`config.mk`:
```
export PLATFORM = sky130hd
export DESIGN_NAME = wildcard_byte_pattern_matcher_flat
export DESIGN_NICKNAME = d
export VERILOG_FILES = /design/src/hw/rtl/wbpm_pkg.sv /design/src/hw/rtl/wbpm_if.sv /design/src/hw/rtl/wbpm_cell.sv /design/src/hw/rtl/wildcard_byte_pattern_matcher.sv /design/src/flat_wrapper.sv
export SDC_FILE = /design/constraint.sdc
export NUM_CORES = 1
export LEC_CHECK = 0
export BUFFER_PORTS_ARGS = -buffer_cell sky130_fd_sc_hd__buf_2
export CORE_ASPECT_RATIO = 0.8
export CORE_MARGIN = 3
export CORE_UTILIZATION = 45
export DETAILED_ROUTE_END_ITERATION = 12
export SKIP_CTS_REPAIR_TIMING = 1
export SLEW_MARGIN = 0
export SYNTH_ARGS = -nofsm -noshare
export SYNTH_HDL_FRONTEND = slang
export SYNTH_SLANG_ARGS = --single-unit
```
`constraint.sdc`:
```
create_clock -name clk_i -period 17.65 [get_ports clk_i]
set_clock_uncertainty 0.1 [all_clocks]
set_input_delay 1.765 -clock clk_i [delete_from_list [all_inputs] [get_ports clk_i]]
set_output_delay 1.765 -clock clk_i [all_outputs]
set_load 0.01 [all_outputs]
```
`src/hw/rtl/wbpm_pkg.sv`:
```
package wbpm_pkg;

  // defaults for the top level parameters
  localparam int unsigned PatternMaxDefault = 16;
  localparam int unsigned OffsetBitsDefault = 32;

  // configured pattern storage is fixed at sixteen positions
  localparam int unsigned CfgPositions = 16;
  // wide enough for any pattern position up to the largest window
  localparam int unsigned PosW = 7;

  localparam int unsigned CfgIdxW  = 3;
  localparam int unsigned CfgDataW = 64;
  localparam int unsigned LenCfgW  = 5;
  localparam int unsigned OutOffW  = 32;

  typedef enum logic [CfgIdxW-1:0] {
    CfgPatLow   = 3'd0,
    CfgPatHigh  = 3'd1,
    CfgWildMask = 3'd2,
    CfgPatLen   = 3'd3,
    CfgCaseIns  = 3'd4
  } cfg_idx_e;

  typedef struct packed {
    logic [7:0] data_byte;
    logic       last_byte;
  } in_beat_t;

  typedef struct packed {
    logic               match_hit;
    logic [OutOffW-1:0] match_offset;
    logic               first_hit;
    logic               file_end;
    logic               file_had_match;
  } out_beat_t;

  // per-cycle control shared by every cell
  typedef struct packed {
    logic shift;
    logic clear;
    logic fold;
  } cell_ctrl_t;

  // pattern position that a cell is lined up against
  typedef struct packed {
    logic [7:0] pat_byte;
    logic       wild;
    logic       active;
  } cell_pat_t;

  // ascii upper case to lower case when folding is on
  function automatic logic [7:0] fold_byte(input logic [7:0] b, input logic en);
    logic [7:0] r;
    r = b;
    if (en && (b >= 8'h41) && (b <= 8'h5a)) begin
      r = b + 8'h20;
    end
    return r;
  endfunction

endpackage

```
`src/hw/rtl/wbpm_if.sv`:
```
interface wbpm_in_if;
  logic                valid;
  logic                ready;
  wbpm_pkg::in_beat_t  data;

  modport source(output valid, output data, input ready);
  modport sink(input valid, input data, output ready);
endinterface

interface wbpm_out_if;
  logic                valid;
  logic                ready;
  wbpm_pkg::out_beat_t data;

  modport source(output valid, output data, input ready);
  modport sink(input valid, input data, output ready);
endinterface

```
`src/hw/rtl/wbpm_cell.sv`:
```
module wbpm_cell (
  input  logic                 clk_i,
  input  logic                 rst_ni,
  input  wbpm_pkg::cell_ctrl_t ctrl_i,
  input  wbpm_pkg::cell_pat_t  pat_i,
  input  logic [7:0]           byte_i,
  output logic [7:0]           byte_o,
  output logic                 match_o
);

  logic [7:0] byte_q;

  always_ff @(posedge clk_i or negedge rst_ni) begin
    if (!rst_ni) begin
      byte_q <= 8'h00;
    end else if (ctrl_i.shift) begin
      byte_q <= ctrl_i.clear ? 8'h00 : byte_i;
    end
  end

  // compare on the byte entering this slot
  always_comb begin
    match_o = 1'b1;
    if (pat_i.active && !pat_i.wild) begin
      match_o = (wbpm_pkg::fold_byte(byte_i, ctrl_i.fold) ==
                 wbpm_pkg::fold_byte(pat_i.pat_byte, ctrl_i.fold));
    end
  end

  assign byte_o = byte_q;

endmodule

```
`src/hw/rtl/wildcard_byte_pattern_matcher.sv`:
```
// Wildcard byte pattern matcher: takes one stream byte per beat and returns one result
// beat per byte, at a sustained rate of one byte per clock while the sink takes results;
// each result beat is registered from its input beat. The last bytes of the file sit in
// a row of PATTERN_MAX cells that shift by one on every accepted byte; each cell compares
// its slot against the pattern position lined up with it, so a whole window is checked
// in the cycle the byte arrives and the outcome lands in a single output register.
// A result waiting in that register does not hold up the input unless the sink stalls.
// Configure the pattern through the write port only while no beat is in flight; the
// byte count, window and match flag restart after a beat marked last_byte.
module wildcard_byte_pattern_matcher #(
  parameter int unsigned PATTERN_MAX = wbpm_pkg::PatternMaxDefault,
  parameter int unsigned OFFSET_BITS = wbpm_pkg::OffsetBitsDefault
) (
  input  logic                          clk_i,
  input  logic                          rst_ni,
  input  logic                          cfg_we_i,
  input  logic [wbpm_pkg::CfgIdxW-1:0]  cfg_idx_i,
  input  logic [wbpm_pkg::CfgDataW-1:0] cfg_data_i,
  wbpm_in_if.sink                       in_i,
  wbpm_out_if.source                    out_o
);

  localparam int unsigned LenW = $clog2(PATTERN_MAX + 1);

  // configuration registers
  logic [63:0]                     pat_low_q, pat_high_q;
  logic [15:0]                     wild_q;
  logic [wbpm_pkg::LenCfgW-1:0]    len_q;
  logic                            case_ins_q;

  always_ff @(posedge clk_i or negedge rst_ni) begin
    if (!rst_ni) begin
      pat_low_q  <= '0;
      pat_high_q <= '0;
      wild_q     <= '0;
      len_q      <= wbpm_pkg::LenCfgW'(1);
      case_ins_q <= 1'b0;
    end else if (cfg_we_i) begin
      case (cfg_idx_i)
        wbpm_pkg::CfgPatLow:   pat_low_q  <= cfg_data_i;
        wbpm_pkg::CfgPatHigh:  pat_high_q <= cfg_data_i;
        wbpm_pkg::CfgWildMask: wild_q     <= cfg_data_i[15:0];
        wbpm_pkg::CfgPatLen:   len_q      <= cfg_data_i[wbpm_pkg::LenCfgW-1:0];
        wbpm_pkg::CfgCaseIns:  case_ins_q <= cfg_data_i[0];
        default: ;  // unknown index, write dropped
      endcase
    end
  end

  // length above the window depth acts as the full window
  logic [LenW-1:0] len_eff;
  always_comb begin
    if (32'(len_q) > PATTERN_MAX) begin
      len_eff = LenW'(PATTERN_MAX);
    end else begin
      len_eff = LenW'(len_q);
    end
  end

  logic [127:0] pat_all;
  assign pat_all = {pat_high_q, pat_low_q};

  // handshake and shared cell control
  logic                 out_valid_q;
  wbpm_pkg::out_beat_t  out_data_q;
  logic                 accept;
  wbpm_pkg::cell_ctrl_t ctrl;

  assign in_i.ready = !out_valid_q || out_o.ready;
  assign accept     = in_i.valid && in_i.ready;
  assign ctrl.shift = accept;
  assign ctrl.clear = in_i.data.last_byte;
  assign ctrl.fold  = case_ins_q;

  // cell row: slot k holds the byte seen k beats back, slot 0 newest
  logic [PATTERN_MAX-1:0] cell_match;
  logic [7:0]             cell_byte [PATTERN_MAX];

  for (genvar k = 0; k < PATTERN_MAX; k++) begin : g_cell
    logic [wbpm_pkg::PosW-1:0] pos;
    wbpm_pkg::cell_pat_t       pat;
    logic [7:0]                byte_in;

    // slot k lines up with pattern position len-1-k
    assign pos = wbpm_pkg::PosW'(len_eff) - wbpm_pkg::PosW'(k) - wbpm_pkg::PosW'(1);

    always_comb begin
      pat.active = (wbpm_pkg::PosW'(k) < wbpm_pkg::PosW'(len_eff));
      if (pos < wbpm_pkg::PosW'(wbpm_pkg::CfgPositions)) begin
        pat.pat_byte = pat_all[{pos[3:0], 3'b000} +: 8];
        pat.wild     = wild_q[pos[3:0]];
      end else begin
        // positions past the configured sixteen are literal zero
        pat.pat_byte = 8'h00;
        pat.wild     = 1'b0;
      end
    end

    if (k == 0) begin : g_head
      assign byte_in = in_i.data.data_byte;
    end else begin : g_body
      assign byte_in = cell_byte[k-1];
    end

    wbpm_cell u_cell (
      .clk_i   (clk_i),
      .rst_ni  (rst_ni),
      .ctrl_i  (ctrl),
      .pat_i   (pat),
      .byte_i  (byte_in),
      .byte_o  (cell_byte[k]),
      .match_o (cell_match[k])
    );
  end

  // byte count within the file, saturating
  logic [OFFSET_BITS-1:0] seen_q, seen_now;
  logic                   any_q;
  logic                   hit;
  logic [OFFSET_BITS-1:0] start_off;
  logic [wbpm_pkg::OutOffW-1:0] off_out;

  assign seen_now = seen_q + OFFSET_BITS'(seen_q != '1);

  // a hit needs a full window of the current file
  assign hit = (len_eff != '0) && (seen_now >= OFFSET_BITS'(len_eff)) && (&cell_match);

  assign start_off = seen_now - OFFSET_BITS'(len_eff);

  if (OFFSET_BITS >= wbpm_pkg::OutOffW) begin : g_off_trunc
    assign off_out = start_off[wbpm_pkg::OutOffW-1:0];
  end else begin : g_off_ext
    assign off_out = wbpm_pkg::OutOffW'(start_off);
  end

  always_ff @(posedge clk_i or negedge rst_ni) begin
    if (!rst_ni) begin
      seen_q <= '0;
      any_q  <= 1'b0;
    end else if (accept) begin
      if (in_i.data.last_byte) begin
        seen_q <= '0;
        any_q  <= 1'b0;
      end else begin
        seen_q <= seen_now;
        any_q  <= any_q || hit;
      end
    end
  end

  // output register parts the two sides
  always_ff @(posedge clk_i or negedge rst_ni) begin
    if (!rst_ni) begin
      out_valid_q <= 1'b0;
    end else if (accept) begin
      out_valid_q <= 1'b1;
    end else if (out_o.ready) begin
      out_valid_q <= 1'b0;
    end
  end

  always_ff @(posedge clk_i) begin
    if (accept) begin
      out_data_q.match_hit      <= hit;
      out_data_q.match_offset   <= hit ? off_out : '0;
      out_data_q.first_hit      <= hit && !any_q;
      out_data_q.file_end       <= in_i.data.last_byte;
      out_data_q.file_had_match <= hit || any_q;
    end
  end

  assign out_o.valid = out_valid_q;
  assign out_o.data  = out_data_q;

endmodule
```
`src/flat_wrapper.sv`:
```
// flat-port wrapper written by rule: the top's interface ports become plain ports
module wildcard_byte_pattern_matcher_flat 
#(
  parameter int unsigned PATTERN_MAX = wbpm_pkg::PatternMaxDefault,
  parameter int unsigned OFFSET_BITS = wbpm_pkg::OffsetBitsDefault
)
  (clk_i, rst_ni, cfg_we_i, cfg_idx_i, cfg_data_i, in_i_valid, in_i_data, in_i_ready, out_o_valid, out_o_data, out_o_ready);
  wbpm_in_if in_i_i ();
  wbpm_out_if out_o_i ();
  input  logic clk_i;
  input  logic rst_ni;
  input  logic cfg_we_i;
  input  logic [wbpm_pkg::CfgIdxW-1:0] cfg_idx_i;
  input  logic [wbpm_pkg::CfgDataW-1:0] cfg_data_i;
  input wire logic [$bits(in_i_i.valid)-1:0] in_i_valid;
  input wire logic [$bits(in_i_i.data)-1:0] in_i_data;
  output wire logic [$bits(in_i_i.ready)-1:0] in_i_ready;
  output wire logic [$bits(out_o_i.valid)-1:0] out_o_valid;
  output wire logic [$bits(out_o_i.data)-1:0] out_o_data;
  input wire logic [$bits(out_o_i.ready)-1:0] out_o_ready;
  assign in_i_i.valid = in_i_valid;
  assign in_i_i.data = in_i_data;
  assign in_i_ready = in_i_i.ready;
  assign out_o_valid = out_o_i.valid;
  assign out_o_data = out_o_i.data;
  assign out_o_i.ready = out_o_ready;
  wildcard_byte_pattern_matcher #(.PATTERN_MAX(PATTERN_MAX), .OFFSET_BITS(OFFSET_BITS)) u_core (.clk_i(clk_i), .rst_ni(rst_ni), .cfg_we_i(cfg_we_i), .cfg_idx_i(cfg_idx_i), .cfg_data_i(cfg_data_i), .in_i(in_i_i), .out_o(out_o_i));
endmodule
```
### After elaboration in Yosys (flattened, before gate mapping)

Cells that the tools add are included.
W data, S select, Z words.

| storage, ports and cells | value |
|---|---|
| register bits after elaboration | 340 |

| operators by class | value |
|---|---|
| $add $sub $neg | 64 |
| magnitude comparators | 114 |
| equality and inequality tests | 21 |
| shift-type cells | 16 |
| multiplexer cells | 148 |
| reduce and logical (&&, ||, !) cells | 113 |

Operators by type and width:

| operator | count |
|---|---|
| $shiftx A128 B8 Y8 | 16 |
| $mux W8 | 79 |
| $add A8 B6 Y8 const B | 32 |
| $ge A8 B7 Y1 const B | 32 |
| $le A8 B7 Y1 const B | 32 |
| $mux W9 | 16 |
| $eq A8 B8 Y1 | 16 |
| $lt A7 B5 Y1 const B | 16 |
| $sub A7 B1 Y7 const B | 15 |
| $logic_and A1 B1 Y1 | 84 |
| $lt A4 B5 Y1 const B | 16 |
| $bmux W1 S4 | 16 |
| $sub A5 B4 Y6 const B | 8 |
| $lt A4 B5 Y1 const A | 8 |
| $mux W1 | 35 |
| $add A32 B1 Y32 | 1 |
| $ge A32 B5 Y1 | 1 |
| $mux W32 | 1 |
| $ne A32 B32 Y1 const B | 1 |
| $sub A32 B5 Y32 | 1 |
| $sub A5 B3 Y6 const B | 4 |
| $lt A3 B5 Y1 const A | 4 |
| $logic_not A1 Y1 | 18 |
| $reduce_and A16 Y1 | 1 |
| 14 further kinds | 23 |

### Depth between registers and ports, before layout

| depth | value |
|---|---|
| word-level depth | 18 |
| depth in mapped cells | 29 |
| depth with buffers taken out | 22 |

### Hierarchy

Synthesis repeated with hierarchy kept, for this count alone.

| unflattened totals | value |
|---|---|
| cell total of the unflattened synthesis | 3065 |
| area, all modules | 29005.3 sq um |

Modules (own cells, without submodules):

| module | instances | cells an instance | area each (sq um) | seq. area each (sq um) |
|---|---|---|---|---|
| wildcard_byte_pattern_matcher | 1 | 1913 | 18154.9 | 5686.7 |
| wbpm_cell | 16 | 72 | 678.2 | 200.2 |

### Worst setup path after synthesis

OpenSTA, ideal clock, no wires.

| timing | value |
|---|---|
| path kind | register to register |
| from | reg u_core.len_q[0] (netlist name) |
| to | reg u_core.out_data_q, in the netlist u_core.out_o.data[6], data pin |
| arrival | 6.379 ns |
| required time | 17.401 ns |
| setup slack | 11.022 ns |
| stages on the path, launching flop included | 26 |
| path buffers | 7 |
| period minus slack after synthesis | 6.628 ns |
| path through | dfstp_2 nor2b_1 buf_2 buf_2 buf_2 buf_1 buf_1 inv_1 ha_1 clkbuf_1 nor2b_1 a2bb2oi_1 a2111oi_0 nor4_1 nor2_1 ha_1 or4_1 a311oi_1 mux2i_1 a2111o_1 a211o_1 and4bb_1 nand4_2 nor3_2 buf_4 nor3b_2 |

| between the ends | value |
|---|---|
| word-level cells in the longest chain between the ends | 15 |

Ends and longest elaborated chain:

| what | line | RTL |
|---|---|---|
| from (decl) | wildcard_byte_pattern_matcher.sv:28 | `logic [wbpm_pkg::LenCfgW-1:0] len_q;` |
| from (signal assigned) | wildcard_byte_pattern_matcher.sv:36 | `len_q <= wbpm_pkg::LenCfgW'(1);` |
| from (signal assigned) | wildcard_byte_pattern_matcher.sv:43 | `wbpm_pkg::CfgPatLen: len_q <= cfg_data_i[wbpm_pkg::LenCfgW-1:0];` |
| $gt A5 B5 Y1 | wildcard_byte_pattern_matcher.sv:53 | `if (32'(len_q) > PATTERN_MAX) begin` |
| $mux W5 * | wildcard_byte_pattern_matcher.sv:53 |  |
| $sub A5 B4 Y6, or another cell as far along | wildcard_byte_pattern_matcher.sv:85 | `assign pos = wbpm_pkg::PosW'(len_eff) - wbpm_pkg::PosW'(k) - wbpm_pkg::PosW'(1);` |
| $sub A7 B1 Y7 | wildcard_byte_pattern_matcher.sv:85 |  |
| $shiftx A128 B8 Y8 or $lt A7 B5 Y1 (tied branches) | wildcard_byte_pattern_matcher.sv:90, wildcard_byte_pattern_matcher.sv:89 |  |
| $mux W9 | wildcard_byte_pattern_matcher.sv:89 | `if (pos < wbpm_pkg::PosW'(wbpm_pkg::CfgPositions)) begin` |
| $ge A8 B7 Y1 | wbpm_pkg.sv:56 | `if (en && (b >= 8'h41) && (b <= 8'h5a)) begin` |
| $logic_and A1 B1 Y1 (2 in a row) | wbpm_pkg.sv:56 |  |
| $mux W8 | wbpm_pkg.sv:56 |  |
| $mux W8 | wbpm_cell.sv:24 | `if (pat_i.active && !pat_i.wild) begin` |
| $eq A8 B8 Y1 | wbpm_cell.sv:25 | `match_o = (wbpm_pkg::fold_byte(byte_i, ctrl_i.fold) ==` |
| $mux W1 | wbpm_cell.sv:24 |  |
| $reduce_and A16 Y1 | wildcard_byte_pattern_matcher.sv:126 | `assign hit = (len_eff != '0) && (seen_now >= OFFSET_BITS'(len_eff)) && (&cell_match);` |
| $logic_and A1 B1 Y1 * | wildcard_byte_pattern_matcher.sv:126 |  |
| via u_core.hit | wildcard_byte_pattern_matcher.sv:119 | `logic hit;` |
| to (decl) | wildcard_byte_pattern_matcher.sv:65 | `wbpm_pkg::out_beat_t out_data_q;` |

The timed path passes the listed nets; every way through them passes the cells marked *. The select of a mux whose other input is x is not followed.
A chain may end at the register's enable or synchronous reset.

### Final worst setup path

| timing | value |
|---|---|
| from | reg u_core.len_q[4] (netlist name) |
| to | reg u_core.out_data_q, in the netlist u_core.out_o.data[6], data pin |

| between the ends | value |
|---|---|
| word-level cells in the longest chain between the ends | 15 |

Ends and longest elaborated chain:

| what | line |
|---|---|
| $gt A5 B5 Y1 | wildcard_byte_pattern_matcher.sv:53 |
| $mux W5 * | wildcard_byte_pattern_matcher.sv:53 |
| $sub A5 B4 Y6, or another cell as far along | wildcard_byte_pattern_matcher.sv:85 |
| $sub A7 B1 Y7 | wildcard_byte_pattern_matcher.sv:85 |
| $shiftx A128 B8 Y8 or $lt A7 B5 Y1 (tied branches) | wildcard_byte_pattern_matcher.sv:90, wildcard_byte_pattern_matcher.sv:89 |
| $mux W9 | wildcard_byte_pattern_matcher.sv:89 |
| $ge A8 B7 Y1 | wbpm_pkg.sv:56 |
| $logic_and A1 B1 Y1 (2 in a row) | wbpm_pkg.sv:56 |
| $mux W8 | wbpm_pkg.sv:56 |
| $mux W8 | wbpm_cell.sv:24 |
| $eq A8 B8 Y1 | wbpm_cell.sv:25 |
| $mux W1 | wbpm_cell.sv:24 |
| $reduce_and A16 Y1 | wildcard_byte_pattern_matcher.sv:126 |
| $logic_and A1 B1 Y1 | wildcard_byte_pattern_matcher.sv:126 |

Mark *: on every way between the ends. The rest lies on a longest branch, timed or not. The select of a mux whose other input is x is not followed.

==> results by group <==
Synthesis
  • Synth cell types: 110
  • Syn_nets: 3601
  • Post-synthesis simple-gate area fraction: 20.3%
  • EDFF count, synth: 36
  • Ys async rst share: 89.4%
  • Mux contribution to synthesized area: 23.3%
  • Leading post-synthesis cells by cell area: dfrtp_1 24%, mux2i_1 7.9%, mux4_2 7.7%
  • Sequential share of the synthesized area: 27.7%
  • Count leader, synth: nand2_1
  • Largest family of logic cells by synthesized area: multiplexers
  • Syn. warnings: 0
  • Register bit total from synthesis: 340
  • Synth top cells by count: 402 x nand2_1, 303 x dfrtp_1, 278 x o21ai_0
  • Mapped Area: 31400 um^2
  • Cell taking the most area after synthesis: dfrtp_1
  • Xor/xnor share of the synthesized area: 4.86%
  • Complex-gate fraction of the synthesized area: 17.1%
  • Synthesized area per cell: 9.08 um^2
  • Adder-cell share of the synthesized area: 2.49%
  • Area fraction of the dominant cell type after synthesis: 24.1%
  • Gate Count Post-Synth: 3458
  • Post-synth top flop: dfrtp_1

Clock network
  • # clock sinks: 340
  • H-tree depth: 2
  • Root Buffer Master: clkbuf_16
  • Clk pin slew, worst setup/hold paths: 0.06 ns
  • CTS tree: done
  • Skew-Pair Late Insertion Delay: 0.59 ns
  • Clock buffer depth: 3
  • Inserted Clock Buffers: 39

Power and ir drop
  • Leak: 13.5 nW
  • Maximum vdd drop: 0.103 mV
  • PD cells: 168 nW/um^2

Critical path
  • CP bufs+invs: 3
  • CP most frequent cell: buf_4
  • CP max stage cell: nand4_2
  • Setup crit start: u_core.len_q[4]$_DFFE_PN0P_
  • FF-to-FF Start: u_core.len_q[4]$_DFFE_PN0P_
  • CP Cell Sequence: buf_4 -> buf_4 -> nor2b_1 -> ha_2 -> buf_4 -> mux4_2 -> mux2i_1 -> nand2_1 -> and3_1 -> ha_1 -> o31ai_1 -> xnor2_1 -> a31oi_1 -> a21oi_1 -> nand4_2 -> nor3_2 -> nor3b_2
  • Critical path type: flip-flop to flip-flop
  • Required @ worst endpoint: 17.99 ns
  • Worst path arrival time: 8.60 ns
  • Crit. End Element: flip-flop
  • Startpoint types: flip-flop
  • Crit path max fanout: 55
  • CP top delay family: simple AND/OR/NAND/NOR gates
  • Largest stage delay on the critical path: 0.91 ns

Floorplan
  • Core Region: 68200 um^2
  • Initial cell density of the core: 46.1%
  • I/O Pins: 119
  • Die span in x: 301 um
  • Die area: 73000 um^2
  • Die Span Y: 242 um
  • # rows: 85

STA
  • Setup-failing EPs final: 0
  • Crit path time final: 8.25 ns
  • Setup TNS: 0 ns
  • Period utilization: 46.8%
  • RSZ-0062 raised after global routing: no
  • FMAX: 121 MHz
  • Final Hold Viols: 0
  • Slew Viols, Final: 0
  • Slew HR: 7.27%
  • Worst-margin pin slew: 1.39 ns

Routing
  • Final WL: 139000 um
  • DRT Pass-1 Iters: 8
  • Via Count: 30200
  • ANT nets after route: 0
  • DRC viols: 0
  • Wire per inst: 31.6 um
  • First DRT Iteration DRCs: 4249
  • Via-to-Cell Ratio: 6.90

Global route
  • GRT overflow: 0
  • Vias in the first global route: 27900
  • Initial antenna violation count: 13
  • Largest net degree at the start of global routing: 209
  • First-pass GRT wire length: 200000 um
  • Gr usage total: 37.2%

Outcome
  • Status: complete, no violations

Placed design
  • RD Place Congestion: 1.09
  • DP Wirelength: 107000 um
  • Placed cell count: 4309
  • Port Buffer Count: 118

Flow run
  • Max-Cap Viols: 0

Cells and area
  • Synth-to-Final Area Change: 7.93%
  • Fill cell count: 6340
  • Fin cells: 4383
  • Share of layout cells above drive strength 1: 18.1%
  • Final core occ: 49.7%
  • Area of the multi-input gates: 21400 um^2
  • Fin nets: 3580
  • FF+latch area: 8690 um^2

Min path
  • Min-delay worst type: flip-flop to flip-flop
  • Hold path startpoint: u_core.seen_q[0]$_DFFE_PN0P_
flip-flops by register name, indices dropped and copies added (netlist names):
| signal | cells |
|---|---|
| u_core.any_q | 1 |
| u_core.case_ins_q | 1 |
| u_core.g_cell.u_cell.byte_o | 120 |
| u_core.len_q | 5 |
| u_core.out_o.data | 36 |
| u_core.out_o.valid | 1 |
| u_core.pat_high_q | 64 |
| u_core.pat_low_q | 64 |
| u_core.seen_q | 32 |
| u_core.wild_q | 16 |
cells in the final DEF (no fill, tap or decap), types with 12 or more instances in the layout:
cell type | netlist | final
a2bb2oi_1 | 17 | 17
and4_1 | 12 | 12
nand2_1 | 402 | 401
mux4_2 | 107 | 107
nand4_1 | 46 | 46
a211oi_1 | 26 | 26
clkbuf_16 | 0 | 40
nand2b_1 | 129 | 129
o211ai_1 | 29 | 29
ha_1 | 61 | 59
mux2_2 | 209 | 209
nor3_1 | 59 | 59
o21a_1 | 25 | 25
nor2b_1 | 35 | 34
nor4_2 | 18 | 18
nand3_1 | 113 | 113
xor2_1 | 61 | 61
nor3b_1 | 32 | 31
and3_1 | 37 | 37
a22oi_1 | 27 | 27
a31oi_1 | 35 | 35
o31ai_1 | 32 | 32
inv_1 | 65 | 65
a21o_1 | 16 | 16
xnor2_1 | 85 | 85
and2_1 | 29 | 28
o22ai_1 | 34 | 34
nor2_1 | 165 | 164
buf_4 | 21 | 55
o21ai_0 | 278 | 278
nor4b_1 | 16 | 16
nand3b_1 | 21 | 21
mux2i_1 | 248 | 248
buf_2 | 76 | 116
or4_1 | 21 | 21
nor4_1 | 30 | 30
dfrtp_1 | 303 | 301
edfxtp_1 | 36 | 36
a21oi_1 | 103 | 103
o2111ai_1 | 19 | 19
metal layers:
| layer | GRT usage (%) | up-vias | part of all wire [%] |
|---|---|---|---|
| met2 | 51.3 | 1879 | 40 |
| met1 | 53.4 | 15000 | 42 |
| met5 | 0 | - | 0.027 |
| met3 | 11.1 | 359 | 12 |
| met4 | 16.2 | 6 | 5.1 |
| li1 | - | 13000 | - |
stage by stage:
stage	hold slack (ns)	power, mW	area, um^2	setup slack [ns]
finish	0.427	5.69	33900	9.40
global route	0.483	5.89	33900	9.01
CTS	0.427	5.54	33900	9.67
detailed placement	0.414	4.68	32600	9.68
global placement	0.396	4.65	32600	9.80
floorplan	0.375	3.39	31400	11.02
final cells by class:
| cell class | instances | area share, % |
|---|---|---|
| clock buffer | 52 | 3.20 |
| inverter | 70 | 0.805 |
| antenna | 3 | 0.0221 |
| multi-input combinational | 2813 | 63.2 |
| clock inverter | 19 | 0.672 |
| tap | 913 | 3.37 |
| sequential | 340 | 25.6 |
| timing repair buffer | 173 | 3.03 |
logic make-up (layout without fill, tap and decap cells):
group           count (synthesis)  in the layout
buf+inv                       305            314
other cells                     0              3
mux                           568            568
compound gates                809            809
xor+xnor                      157            157
simple gates                 1217           1217
flops                         340            340
fa+ha+maj                      62             62
power breakdown:
group	switching, mW	total, mW	internal [mW]
Sequential	0.215	1.10	0.880
Combinational	2.42	3.74	1.32
Clock	0.357	0.851	0.494
worst paths after layout:
kind | to | slack [ns] | depth (start not counted)
max in group asynchronous | u_core.g_cell[14].u_cell.byte_o[1]$_DFFE_PN0P_ | 14.10 | 3
min in group asynchronous | u_core.wild_q[8]$_DFFE_PN0P_ | 1.03 | 1
min | u_core.seen_q[0]$_DFFE_PN0P_ | 0.43 | 2
min reg2reg | u_core.seen_q[0]$_DFFE_PN0P_ | 0.43 | 2
max | u_core.out_o.data[6]$_SDFFCE_PN0P_ | 9.40 | 17
max reg2reg | u_core.out_o.data[6]$_SDFFCE_PN0P_ | 9.40 | 17
tightest hold or removal path: cells and delay by family, from the launching register on:
kind | cells | cell delay, ns
flops | 1 | 0.37
simple gates | 1 | 0.06
compound gates | 1 | 0.06
Power figures use the tool's default switching activity.
